## src/hw/rtl/evwd_pkg.sv

```systemverilog
// Shared types and constants for the event-vector word decoder.
package evwd_pkg;

    localparam int MASK_WIDTH      = 32;
    localparam int WRAP_COUNT_BITS = 30;
    localparam int IDX_W           = (MASK_WIDTH > 1) ? $clog2(MASK_WIDTH) : 1;

    localparam int TIME_HIGH_W = 28;
    localparam int TS_W        = 64;
    localparam int TS_WRAP_LSB = 34;
    localparam int TS_HIGH_LSB = 6;

    localparam logic [3:0] TYPE_CD_OFF    = 4'h0;
    localparam logic [3:0] TYPE_CD_ON     = 4'h1;
    localparam logic [3:0] TYPE_TIME_HIGH = 4'h8;
    localparam logic [3:0] TYPE_TRIGGER   = 4'hA;

    localparam logic KIND_PIXEL   = 1'b0;
    localparam logic KIND_TRIGGER = 1'b1;

    // One queued work unit: a change-detection vector or a trigger.
    typedef struct packed {
        logic                  kind;
        logic [TS_W-1:0]       ts;
        logic [10:0]           base_x;
        logic [10:0]           y;
        logic                  pol;
        logic [4:0]            chan;
        logic [MASK_WIDTH-1:0] mask;
    } cmd_t;

    typedef struct packed {
        logic valid;
        cmd_t cmd;
    } push_t;

    typedef struct packed {
        logic valid;
        cmd_t cmd;
    } head_t;

endpackage

```

## src/hw/rtl/evwd_if.sv

```systemverilog
// Stream interfaces for raw words in and decoded results out.
interface evwd_word_if;
    logic        valid;
    logic        ready;
    logic [63:0] raw_word;

    modport source (output valid, output raw_word, input ready);
    modport sink   (input valid, input raw_word, output ready);
endinterface

interface evwd_result_if;
    logic        valid;
    logic        ready;
    logic        result_kind;
    logic [63:0] timestamp;
    logic [11:0] column;
    logic [10:0] row;
    logic        polarity;
    logic [4:0]  trigger_channel;
    logic        last_of_word;

    modport source (output valid, output result_kind, output timestamp, output column,
                     output row, output polarity, output trigger_channel,
                     output last_of_word, input ready);
    modport sink   (input valid, input result_kind, input timestamp, input column,
                     input row, input polarity, input trigger_channel,
                     input last_of_word, output ready);
endinterface

```

## src/hw/rtl/evwd_front.sv

```systemverilog
// Front end: accepts raw words, keeps the time base, queues vectors and triggers.
module evwd_front
    import evwd_pkg::*;
(
    input  logic          clk,
    input  logic          rst_n,
    evwd_word_if.sink     words,
    input  logic          queue_full,
    output push_t         push
);

    logic [TIME_HIGH_W-1:0]     time_high_reg;
    logic [TIME_HIGH_W-1:0]     time_high_next;
    logic [WRAP_COUNT_BITS-1:0] wrap_count_reg;
    logic [WRAP_COUNT_BITS-1:0] wrap_count_next;

    logic                  accept;
    logic [3:0]            word_type;
    logic [MASK_WIDTH-1:0] mask;
    logic [TIME_HIGH_W-1:0] field;
    logic                  is_cd;

    assign words.ready = !queue_full;
    assign accept      = words.valid && words.ready;
    assign word_type   = words.raw_word[31:28];
    assign mask        = words.raw_word[32 +: MASK_WIDTH];
    assign field       = words.raw_word[TIME_HIGH_W-1:0];
    assign is_cd       = (word_type == TYPE_CD_OFF) || (word_type == TYPE_CD_ON);

    always_comb
    begin
        push.cmd.ts = (TS_W'(wrap_count_reg) << TS_WRAP_LSB)
                    | (TS_W'(time_high_reg) << TS_HIGH_LSB)
                    | TS_W'(words.raw_word[27:22]);
        push.cmd.base_x = words.raw_word[21:11];
        push.cmd.y      = words.raw_word[10:0];
        push.cmd.chan   = words.raw_word[44:40];
        if (is_cd)
        begin
            push.cmd.kind = KIND_PIXEL;
            push.cmd.pol  = word_type[0];
            push.cmd.mask = mask;
        end
        else
        begin
            // A trigger travels as a one-bit vector.
            push.cmd.kind = KIND_TRIGGER;
            push.cmd.pol  = words.raw_word[32];
            push.cmd.mask = MASK_WIDTH'(1);
        end
        push.valid = accept && ((is_cd && (mask != '0)) || (word_type == TYPE_TRIGGER));
    end

    always_comb
    begin
        time_high_next  = time_high_reg;
        wrap_count_next = wrap_count_reg;
        if (accept && (word_type == TYPE_TIME_HIGH))
        begin
            time_high_next = field;
            // Time base moved back: bump the wrap count.
            if (field < time_high_reg)
            begin
                wrap_count_next = wrap_count_reg + WRAP_COUNT_BITS'(1);
            end
        end
    end

    always_ff @(posedge clk or negedge rst_n)
    begin
        if (!rst_n)
        begin
            time_high_reg  <= '0;
            wrap_count_reg <= '0;
        end
        else
        begin
            time_high_reg  <= time_high_next;
            wrap_count_reg <= wrap_count_next;
        end
    end

endmodule

```

## src/hw/rtl/evwd_queue.sv

```systemverilog
// Two-entry command queue between the front end and the event emitter.
module evwd_queue
    import evwd_pkg::*;
(
    input  logic  clk,
    input  logic  rst_n,
    input  push_t push,
    input  logic  pop,
    output logic  full,
    output head_t head
);

    cmd_t        entry_reg [2];
    logic        wr_ptr_reg;
    logic        wr_ptr_next;
    logic        rd_ptr_reg;
    logic        rd_ptr_next;
    logic [1:0]  count_reg;
    logic [1:0]  count_next;

    assign full       = (count_reg == 2'd2);
    assign head.valid = (count_reg != 2'd0);
    assign head.cmd   = entry_reg[rd_ptr_reg];

    always_comb
    begin
        wr_ptr_next = wr_ptr_reg;
        rd_ptr_next = rd_ptr_reg;
        count_next  = count_reg;
        if (push.valid)
        begin
            wr_ptr_next = !wr_ptr_reg;
        end
        if (pop)
        begin
            rd_ptr_next = !rd_ptr_reg;
        end
        if (push.valid && !pop)
        begin
            count_next = count_reg + 2'd1;
        end
        else if (!push.valid && pop)
        begin
            count_next = count_reg - 2'd1;
        end
    end

    always_ff @(posedge clk)
    begin
        if (push.valid)
        begin
            entry_reg[wr_ptr_reg] <= push.cmd;
        end
    end

    always_ff @(posedge clk or negedge rst_n)
    begin
        if (!rst_n)
        begin
            wr_ptr_reg <= 1'b0;
            rd_ptr_reg <= 1'b0;
            count_reg  <= 2'd0;
        end
        else
        begin
            wr_ptr_reg <= wr_ptr_next;
            rd_ptr_reg <= rd_ptr_next;
            count_reg  <= count_next;
        end
    end

endmodule

```

## src/hw/rtl/evwd_back.sv

```systemverilog
// Back end: walks each queued vector lowest bit first, one result per beat.
module evwd_back
    import evwd_pkg::*;
(
    input  logic           clk,
    input  logic           rst_n,
    input  head_t          head,
    output logic           pop,
    evwd_result_if.source  results
);

    logic                  active_reg;
    logic                  active_next;
    cmd_t                  cur_reg;
    cmd_t                  cur_next;
    logic                  out_valid_reg;
    logic                  out_valid_next;
    logic                  kind_reg;
    logic [TS_W-1:0]       ts_reg;
    logic [11:0]           column_reg;
    logic [10:0]           row_reg;
    logic                  pol_reg;
    logic [4:0]            chan_reg;
    logic                  last_reg;

    logic                  emit;
    logic                  last_bit;
    logic [MASK_WIDTH-1:0] rest_mask;
    logic [IDX_W-1:0]      idx;
    logic [11:0]           column;

    // Lowest set bit of the current mask.
    always_comb
    begin
        idx = '0;
        for (int i = MASK_WIDTH - 1; i >= 0; i--)
        begin
            if (cur_reg.mask[i])
            begin
                idx = IDX_W'(i);
            end
        end
    end

    assign rest_mask = cur_reg.mask & (cur_reg.mask - MASK_WIDTH'(1));
    assign last_bit  = (rest_mask == '0);
    assign emit      = active_reg && (!out_valid_reg || results.ready);
    assign pop       = head.valid && (!active_reg || (emit && last_bit));
    assign column    = (cur_reg.kind == KIND_TRIGGER) ? 12'd0
                     : 12'(cur_reg.base_x) + 12'(idx);

    always_comb
    begin
        active_next = active_reg;
        cur_next    = cur_reg;
        if (emit)
        begin
            cur_next.mask = rest_mask;
            if (last_bit)
            begin
                active_next = 1'b0;
            end
        end
        if (pop)
        begin
            active_next = 1'b1;
            cur_next    = head.cmd;
        end
    end

    always_comb
    begin
        out_valid_next = out_valid_reg;
        if (emit)
        begin
            out_valid_next = 1'b1;
        end
        else if (results.ready)
        begin
            out_valid_next = 1'b0;
        end
    end

    always_ff @(posedge clk or negedge rst_n)
    begin
        if (!rst_n)
        begin
            active_reg    <= 1'b0;
            out_valid_reg <= 1'b0;
        end
        else
        begin
            active_reg    <= active_next;
            out_valid_reg <= out_valid_next;
        end
    end

    always_ff @(posedge clk)
    begin
        cur_reg <= cur_next;
        if (emit)
        begin
            kind_reg   <= cur_reg.kind;
            ts_reg     <= cur_reg.ts;
            column_reg <= column;
            row_reg    <= (cur_reg.kind == KIND_TRIGGER) ? 11'd0 : cur_reg.y;
            pol_reg    <= cur_reg.pol;
            chan_reg   <= (cur_reg.kind == KIND_TRIGGER) ? cur_reg.chan : 5'd0;
            last_reg   <= last_bit;
        end
    end

    assign results.valid           = out_valid_reg;
    assign results.result_kind     = kind_reg;
    assign results.timestamp       = ts_reg;
    assign results.column          = column_reg;
    assign results.row             = row_reg;
    assign results.polarity        = pol_reg;
    assign results.trigger_channel = chan_reg;
    assign results.last_of_word    = last_reg;

endmodule

```

## src/hw/rtl/event_vector_word_decoder.sv

```systemverilog
// Event-vector word decoder top level: front end, command queue, event emitter.
//
// Usage:
//   words   - one 64-bit raw word per beat (valid/ready). Type 0/1 words carry
//             a change-detection vector, type 8 updates the time base, type 10
//             is an external trigger; every other type is dropped.
//   results - one decoded result per beat (valid/ready); last_of_word marks
//             the final result caused by a word.
//   Path: the first result of a word is registered in the queue entry, then in
//   the emitter's current command, then in the output register.
//   Throughput: the emitter produces one result per cycle while the receiver
//   is ready; the next queued word follows with no gap. Time-high and dropped
//   words produce nothing. Input acceptance is bounded by the two-entry queue
//   in front of the emitter.
//   Reset clears the time base, wrap count, queue and output register.
//   When the receiver holds ready low, the output register holds its beat, the
//   queue fills, and words.ready falls until the emitter moves again.
module event_vector_word_decoder
    import evwd_pkg::*;
(
    input  logic          clk,
    input  logic          rst_n,
    evwd_word_if.sink     words,
    evwd_result_if.source results
);

    push_t push;
    head_t head;
    logic  queue_full;
    logic  pop;

    evwd_front u_front (
        .clk        (clk),
        .rst_n      (rst_n),
        .words      (words),
        .queue_full (queue_full),
        .push       (push)
    );

    evwd_queue u_queue (
        .clk   (clk),
        .rst_n (rst_n),
        .push  (push),
        .pop   (pop),
        .full  (queue_full),
        .head  (head)
    );

    evwd_back u_back (
        .clk     (clk),
        .rst_n   (rst_n),
        .head    (head),
        .pop     (pop),
        .results (results)
    );

endmodule

```

## src/flat_wrapper.sv

```systemverilog
// flat-port wrapper written by rule: the top's interface ports become plain ports
module event_vector_word_decoder_flat import evwd_pkg::*;
  (clk, rst_n, words_valid, words_raw_word, words_ready, results_valid, results_result_kind, results_timestamp, results_column, results_row, results_polarity, results_trigger_channel, results_last_of_word, results_ready);
  evwd_word_if words_i ();
  evwd_result_if results_i ();
  input  logic clk;
  input  logic rst_n;
  input wire logic [$bits(words_i.valid)-1:0] words_valid;
  input wire logic [$bits(words_i.raw_word)-1:0] words_raw_word;
  output wire logic [$bits(words_i.ready)-1:0] words_ready;
  output wire logic [$bits(results_i.valid)-1:0] results_valid;
  output wire logic [$bits(results_i.result_kind)-1:0] results_result_kind;
  output wire logic [$bits(results_i.timestamp)-1:0] results_timestamp;
  output wire logic [$bits(results_i.column)-1:0] results_column;
  output wire logic [$bits(results_i.row)-1:0] results_row;
  output wire logic [$bits(results_i.polarity)-1:0] results_polarity;
  output wire logic [$bits(results_i.trigger_channel)-1:0] results_trigger_channel;
  output wire logic [$bits(results_i.last_of_word)-1:0] results_last_of_word;
  input wire logic [$bits(results_i.ready)-1:0] results_ready;
  assign words_i.valid = words_valid;
  assign words_i.raw_word = words_raw_word;
  assign words_ready = words_i.ready;
  assign results_valid = results_i.valid;
  assign results_result_kind = results_i.result_kind;
  assign results_timestamp = results_i.timestamp;
  assign results_column = results_i.column;
  assign results_row = results_i.row;
  assign results_polarity = results_i.polarity;
  assign results_trigger_channel = results_i.trigger_channel;
  assign results_last_of_word = results_i.last_of_word;
  assign results_i.ready = results_ready;
  event_vector_word_decoder u_core (.clk(clk), .rst_n(rst_n), .words(words_i), .results(results_i));
endmodule
```

## config.mk

```make
export PLATFORM = sky130hd
export DESIGN_NAME = event_vector_word_decoder_flat
export DESIGN_NICKNAME = d
export VERILOG_FILES = /design/src/hw/rtl/evwd_pkg.sv /design/src/hw/rtl/evwd_if.sv /design/src/hw/rtl/evwd_front.sv /design/src/hw/rtl/evwd_queue.sv /design/src/hw/rtl/evwd_back.sv /design/src/hw/rtl/event_vector_word_decoder.sv /design/src/flat_wrapper.sv
export SDC_FILE = /design/constraint.sdc
export NUM_CORES = 1
export LEC_CHECK = 0
export ABC_CLOCK_PERIOD_IN_PS = 18000
export CORE_ASPECT_RATIO = 0.9
export CORE_MARGIN = 2
export CORE_UTILIZATION = 45
export DETAILED_ROUTE_END_ITERATION = 8
export DONT_BUFFER_PORTS = 1
export GPL_TIMING_DRIVEN = 0
export SETUP_SLACK_MARGIN = 0.3
export SLEW_MARGIN = 25
export SYNTH_ARGS = -nofsm -noshare
export SYNTH_HDL_FRONTEND = slang
export SYNTH_SLANG_ARGS = --single-unit
```

## constraint.sdc

```tcl
create_clock -name clk -period 18 [get_ports clk]
set_input_delay 0.9 -clock clk [delete_from_list [all_inputs] [get_ports clk]]
set_output_delay 0.9 -clock clk [all_outputs]
set_load 0.005 [all_outputs]
```

==> results of run 1 <==
-- worst paths after layout --
kind | start | endpoint
worst min-delay path | rst_n | u_core.u_front.time_high_reg[9]$_DFFE_PN0P_
max in group asynchronous | rst_n | u_core.u_front.wrap_count_reg[16]$_DFFE_PN0P_
min in group clk | words_raw_word[41] | u_core.u_queue.entry_reg[1][33]$_DFFE_PP_
worst min register to register | u_core.u_back.cur_reg[91]$_DFFE_PP_ | u_core.u_back.results.timestamp[31]$_DFFE_PP_
worst max-delay path | u_core.u_back.cur_reg[8]$_DFFE_PP_ | u_core.u_queue.count_reg[1]$_DFFE_PN0P_
worst max register to register | u_core.u_back.cur_reg[8]$_DFFE_PP_ | u_core.u_queue.count_reg[1]$_DFFE_PN0P_
-- cells by family after synthesis --
logic type               count (synthesis)  share of synthesized area (%)
buffers and inverters                   91                           1.99
AO/OA/AOI/OAI                          102                           3.32
XOR/XNOR                                39                           1.66
AND/OR/NAND/NOR                        239                           6.48
flip-flops                             534                           74.8
adder cells (fa/ha/maj)                 36                           2.17
multiplexers                           186                           9.60
-- power by group through the flow --
stage | Sequential [mW] | Combinational [mW] | Clock (mW)
2_1_floorplan | 1.50 | 0.121 | 0
3_3_place_gp | 1.51 | 0.155 | 0
3_5_place_dp | 1.51 | 0.171 | 0
4_1_cts | 1.48 | 0.177 | 1.14
5_1_grt | 1.49 | 0.198 | 1.18
6_report | 1.48 | 0.173 | 1.11
-- placed cells by master, fill, tap and decap left out, types with 13 or more instances in the layout --
cell and n:
nand2_1 34, o21ai_0 21, xor2_1 29, nor3_1 27, inv_1 49, clkbuf_16 54, and2_1 38, a21oi_1 25
nor2_1 35, ha_1 34, dfrtp_1 64, clkinv_2 13, edfxtp_1 470, nor4_1 19, clkbuf_1 43, nor2b_1 20
mux2i_1 61, mux2_2 116
-- metrics by stage --
stage | worst slack [ps] | instances | area [sq um] | power, mW
2_1_floorplan | 10050 | 1227 | 21000 | 1.62
3_3_place_gp | 5320 | 1843 | 21800 | 1.67
3_5_place_dp | 13670 | 1855 | 22100 | 1.68
4_1_cts | 13630 | 1956 | 23900 | 2.80
5_1_grt | 13360 | 1956 | 23900 | 2.87
6_report | 13620 | 1957 | 23900 | 2.76
-- cell type report --
type / instances / area share, %
Antenna cell: 1 / 0.0105
Buffer: 41 / 0.969
Clock buffer: 72 / 6.19
Clock inverter: 28 / 1.19
Inverter: 50 / 0.786
Multi-Input combinational cell: 602 / 20.5
Sequential cell: 534 / 65.8
Tap cell: 616 / 3.23
Timing Repair Buffer: 13 / 1.34
-- worst register-to-register path, cell delays in order, from the launching register on --
cell      delay, ps
edfxtp_1        530
nor4_2          500
nand4_2         350
o31ai_1         590
nand4b_1        210
nor4b_2         340
a31o_1          230
and2b_2         180
buf_8           160
buf_12          500
inv_2            70
ha_1            220
xor2_1          140
nor2_1          110
xor2_1          160
-- metal layers --
metal,wire length [microns],vias to the layer above
met1,18100,5116
met3,3210,46
met2,18800,202
met5,0,-
met4,889,0
li1,-,4815
==> results.toml, run 1 <==
[outcome]
status = "finished, final reports clean"

[logic_synthesis]
synth-async-reset-ratio_pct = 12.0
synth_fp_nets = 1330
ys_types = 67
yosysTopAreaCellShare_pct = 67.2
yosys-top-cells-count = "edfxtp_1, mux2_2, dfrtp_1, mux2i_1, inv_1"
syn_area_sq_um = 21000
yosysMostFrequentCell = "edfxtp_1"
syn_inst = 1227
syn_area_per_cell_sq_um = 17.1
synth-seq-cells = 534
ys_seq_area_share_pct = 74.8
yosys-top-cells-area = "edfxtp_1, dfrtp_1, mux2_2"
synth_edf_count = 470
yosys.area.top_type = "edfxtp_1"
yosys_warnings = 0
ys.flop_type = "edfxtp_1"

[global_routing]
grt_use_met2_pct = 26.2
first_global_vias = 10373
grt_use_met1_pct = 23.0
grt_busiest_layer = "met2"
grt_pass1_wl_microns = 62900
antenna_found_initial = 0
grt_usage_pct = 17.2
grt_max_degree = 103
grt.overflow.total = 0
gr-usage-met3_pct = 6.22

[die]
die_w_microns = 232
core_sq_um = 46400
fp-row-count = 75
design.die.area_sq_um = 48500
initial_core_util_pct = 45.3
io_pins = 165
fp.dieH_microns = 209

[timing]
drv_slew = 0
whs_ps = 198
slew_headroom_pct = 40.3
final_hold_viol_count = 0
final-setup-viol-count = 0
period_minus_slack_ps = 4380
fmax_ghz = 0.229
finalCritPeriodShare_pct = 24.3
fin_setup_tns_ps = 0
fin_skew_ps = 20.1
rsz0062_at_grt = "false"
tightestPinTransition_ps = 896

[power]
intPower_mw = 2.15
ir_drop_mv = 0.0869
p_sw_share_pct = 22.1
pwr-share-comb_pct = 6.2
cellLeakagePower_nw = 8.21
p_seq_share_pct = 53.6
p_per_area_nw_per_um2 = 116
p_switching_mw = 0.611
pwr-share-clk_pct = 40.1

[critical_path]
critPathMaxFanout = 102
critical-path-top-delay-family = "simple AND/OR/NAND/NOR gates"
rrSetupSlack_ps = 13620
path_buf_inv = 3
rr_worst_depth = 14
crit_slowest_cell = "o31ai_1"
crit_chain = "nor4_2, nand4_2, o31ai_1, nand4b_1, nor4b_2, a31o_1, and2b_2, buf_8, buf_12, inv_2, ha_1, xor2_1, nor2_1, xor2_1"
critPathMostFrequentCell = "xor2_1"
end_kind = "register"
crit_type = "register to register"
cp.arrival_ps = 4900
slowest_delay_ps = 590
cp-start-kind = "register"
critPathRequiredTime_ps = 18530
cp.depth = 14

[route]
drt_wl_total_microns = 41000
ant_nets = 0
first_pass_iters = 5
routedWlPerCell_microns = 21.0
via_per_inst = 5.20
drc = 0
vias = 10179
first_iter_violations = 696

[placement]
place_congestion = 0.806
port_buffers = 0
dp_hpwl_microns = 26500

[cells_and_area]
final_util_pct = 51.5
layout-drive-gt1-share_pct = 18.1
largest_reg_flops = 250
nets = 1399
multi_input_area_sq_um = 4900
seqCellArea_sq_um = 15700
nFillCells = 3852
area_growth_pct = 13.7

[clocking]
clock_latency_ps = 610
cts_root_buf = "clkbuf_16"
cts_buffers = 54
path_clk_slew_ps = 60
cts_buffer_depth = 3
cts_tree = "yes"
post_cts_buffers = 0
clock_sinks = 534
cts.htree.levels = 2
hold_buffers = 1
cts_resized = 0

[min_path]
hold_class = "input port to async pin"

[flow_run]
drv_cap = 0
Note: power is estimated with default switching activity, not from simulation.
==> run 2, diff against run 1 <==
--- a/config.mk
+++ b/config.mk
@@ -5,7 +5,7 @@
 export SDC_FILE = /design/constraint.sdc
 export NUM_CORES = 1
 export LEC_CHECK = 0
-export ABC_CLOCK_PERIOD_IN_PS = 18000
+export ABC_CLOCK_PERIOD_IN_PS = 4200
 export CORE_ASPECT_RATIO = 0.9
 export CORE_MARGIN = 2
 export CORE_UTILIZATION = 45
==> constraint.sdc (replaced) <==
create_clock -name clk -period 4.2 [get_ports clk]
set_input_delay 0.21 -clock clk [delete_from_list [all_inputs] [get_ports clk]]
set_output_delay 0.21 -clock clk [all_outputs]
set_load 0.005 [all_outputs]
==> run 2 against run 1 <==
Compared with the run above:
- die area unchanged
- maximum frequency increased by 16%
- clock skew increased by 3.7 ps
- sequential power increased to 4.3 times the previous value
==> results.toml, run 2 (synthesis gave the netlist of run 1 again) <==
[die]
core_sq_um = 46400
initial_core_util_pct = 45.3
fp-row-count = 75
design.die.area_sq_um = 48500
io_pins = 165
die_w_microns = 232
fp.dieH_microns = 209

[outcome]
status = "finished, final reports clean"

[critical_path]
critPathRequiredTime_ps = 4510
cp.arrival_ps = 4070
r2r_end = "u_core.u_back.results.column[9]$_SDFFCE_PP0P_"
cp-start-kind = "register"
cp-startpoint = "u_core.u_back.cur_reg[24]$_DFFE_PP_"
crit_type = "register to register"
end_kind = "register"
regToRegStartpoint = "u_core.u_back.cur_reg[24]$_DFFE_PP_"
rrSetupSlack_ps = 440
rr_worst_depth = 16
cp-endpoint = "u_core.u_back.results.column[9]$_SDFFCE_PP0P_"
critPathMaxFanout = 5

[route]
first_iter_violations = 685
ant_nets = 0
via_per_inst = 5.23
first_pass_iters = 5
drt_wl_total_microns = 43500
routedWlPerCell_microns = 21.3
vias = 10682
drc = 0

[timing]
drv_slew = 0
final.setup.worst_slack_ps = 443
finalCritPeriodShare_pct = 89.5
fmax_ghz = 0.266
rsz0062_at_grt = "false"
tightestPinTransition_ps = 806
whs_ps = 45.5
final-setup-viol-count = 0
period_minus_slack_ps = 3760
fin_skew_ps = 23.8
slew_headroom_pct = 46.3
fin_setup_tns_ps = 0
final_hold_viol_count = 0

[global_routing]
grt_max_degree = 65
antenna_found_initial = 1
grt_usage_pct = 17.9
first_global_vias = 10777
grt.overflow.total = 0
grt_pass1_wl_microns = 65500

[cells_and_area]
final_common_cell = "edfxtp_1"
n_antenna_cell = 0
finalInstanceArea_sq_um = 24900
nets = 1486
layout-drive-gt1-share_pct = 19.3
area_growth_pct = 18.5
largest_reg_flops = 250
final_cell_mix = "edfxtp_1, mux2_2, dlygate4sd3_1"

[clocking]
cts_root_buf = "clkbuf_16"
cts_tree = "yes"
cts_buffer_depth = 3
cts.htree.levels = 2
clock_latency_ps = 600
clock_sinks = 534
path_clk_slew_ps = 60
cts_buffers = 53

[min_path]
hold_class = "input port to register"

[placement]
port_buffers = 0
place_ws_ps = -210
place_congestion = 0.809
dp_hpwl_microns = 26700
place_area_sq_um = 22100

[power]
finalPower_mw = 11.9
ir_drop_mv = 0.364
p_per_area_nw_per_um2 = 478
cellLeakagePower_nw = 8.66

[flow_run]
drv_cap = 0
## run 2: cell count changes in the layout (fill, tap and decap cells not counted), sizes merged
cell         delta
bufinv          +1
diode           -1
buf            +20
inv             -3
bufbuf          +2
clkbuf          +1
clkinvlp        +1
dlygate4sd3    +65
## run 2: area by class of cell
cell class	count	area [sq um]
Fill cell	3771	21500
Timing Repair Buffer	101	1210
Sequential cell	534	15700
Buffer	41	245
Clock buffer	72	1470
Inverter	50	188
Tap cell	616	771
Multi-Input combinational cell	602	5020
Clock inverter	27	278
## run 2: worst min path at each step
| stage | from | end | slack [ps] | cells after the start |
|---|---|---|---|---|
| 2_1_floorplan | rst_n | u_core.u_back.active_reg$_DFFE_PN0P_ | -90 | 0 |
| 3_3_place_gp | rst_n | u_core.u_front.time_high_reg[24]$_DFFE_PN0P_ | -80 | 0 |
| 3_5_place_dp | rst_n | u_core.u_front.time_high_reg[25]$_DFFE_PN0P_ | -80 | 0 |
| 4_1_cts | words_raw_word[30] | u_core.u_queue.entry_reg[1][37]$_DFFE_PP_ | 1 | 2 |
| 5_1_grt | words_raw_word[30] | u_core.u_queue.entry_reg[1][37]$_DFFE_PP_ | 40 | 2 |
| 6_report | words_raw_word[30] | u_core.u_queue.entry_reg[1][37]$_DFFE_PP_ | 50 | 2 |
## run 2: routing by layer
layer | track usage [%] | vias up | share of wire [%]
met5 | 0 | - | 0.030
met4 | 4.97 | 2 | 2.0
met3 | 5.36 | 62 | 6.6
met2 | 28.5 | 231 | 47
met1 | 24.1 | 5395 | 45
li1 | - | 4992 | -
## run 2: repair_timing
| item | 4_1_cts | 5_1_grt |
|---|---|---|
| endpoints found under the hold margin | 226 | 0 |
| gates resized for setup | 11 | 15 |
| endpoints found under the setup margin | 135 | 90 |
| setup buffers | 1 | 19 |
| pin swaps | 1 | 6 |
| hold buffers | 66 | 0 |
| gates cloned | 2 | 1 |
## run 2: stage by stage
step / cells / utilization, %
5_1_grt: 2043 / 53.7
6_report: 2043 / 53.7
3_5_place_dp: 1855 / 47.6
3_3_place_gp: 1843 / 47.0
4_1_cts: 2023 / 53.2
2_1_floorplan: 1227 / -
## run 2: report_power, final
group / internal, mW / switching, mW
Clock: 2.76 / 1.98
Sequential: 6.14 / 0.202
Combinational: 0.390 / 0.436
Total: 9.29 / 2.62
## run 2: worst max-delay path: stages (launching register included)
cell and delay [ps]:
edfxtp_1 490, or2_4 310, a21oi_2 130, o31ai_1 90
a211o_1 330, a211oi_2 250, o31ai_2 120, a31oi_2 280
ha_1 280, a21o_1 180, a21oi_1 230, o21bai_1 110
a21oi_1 220, nor2b_1 140, nand4_1 130, xor2_1 150
nor2_1 60
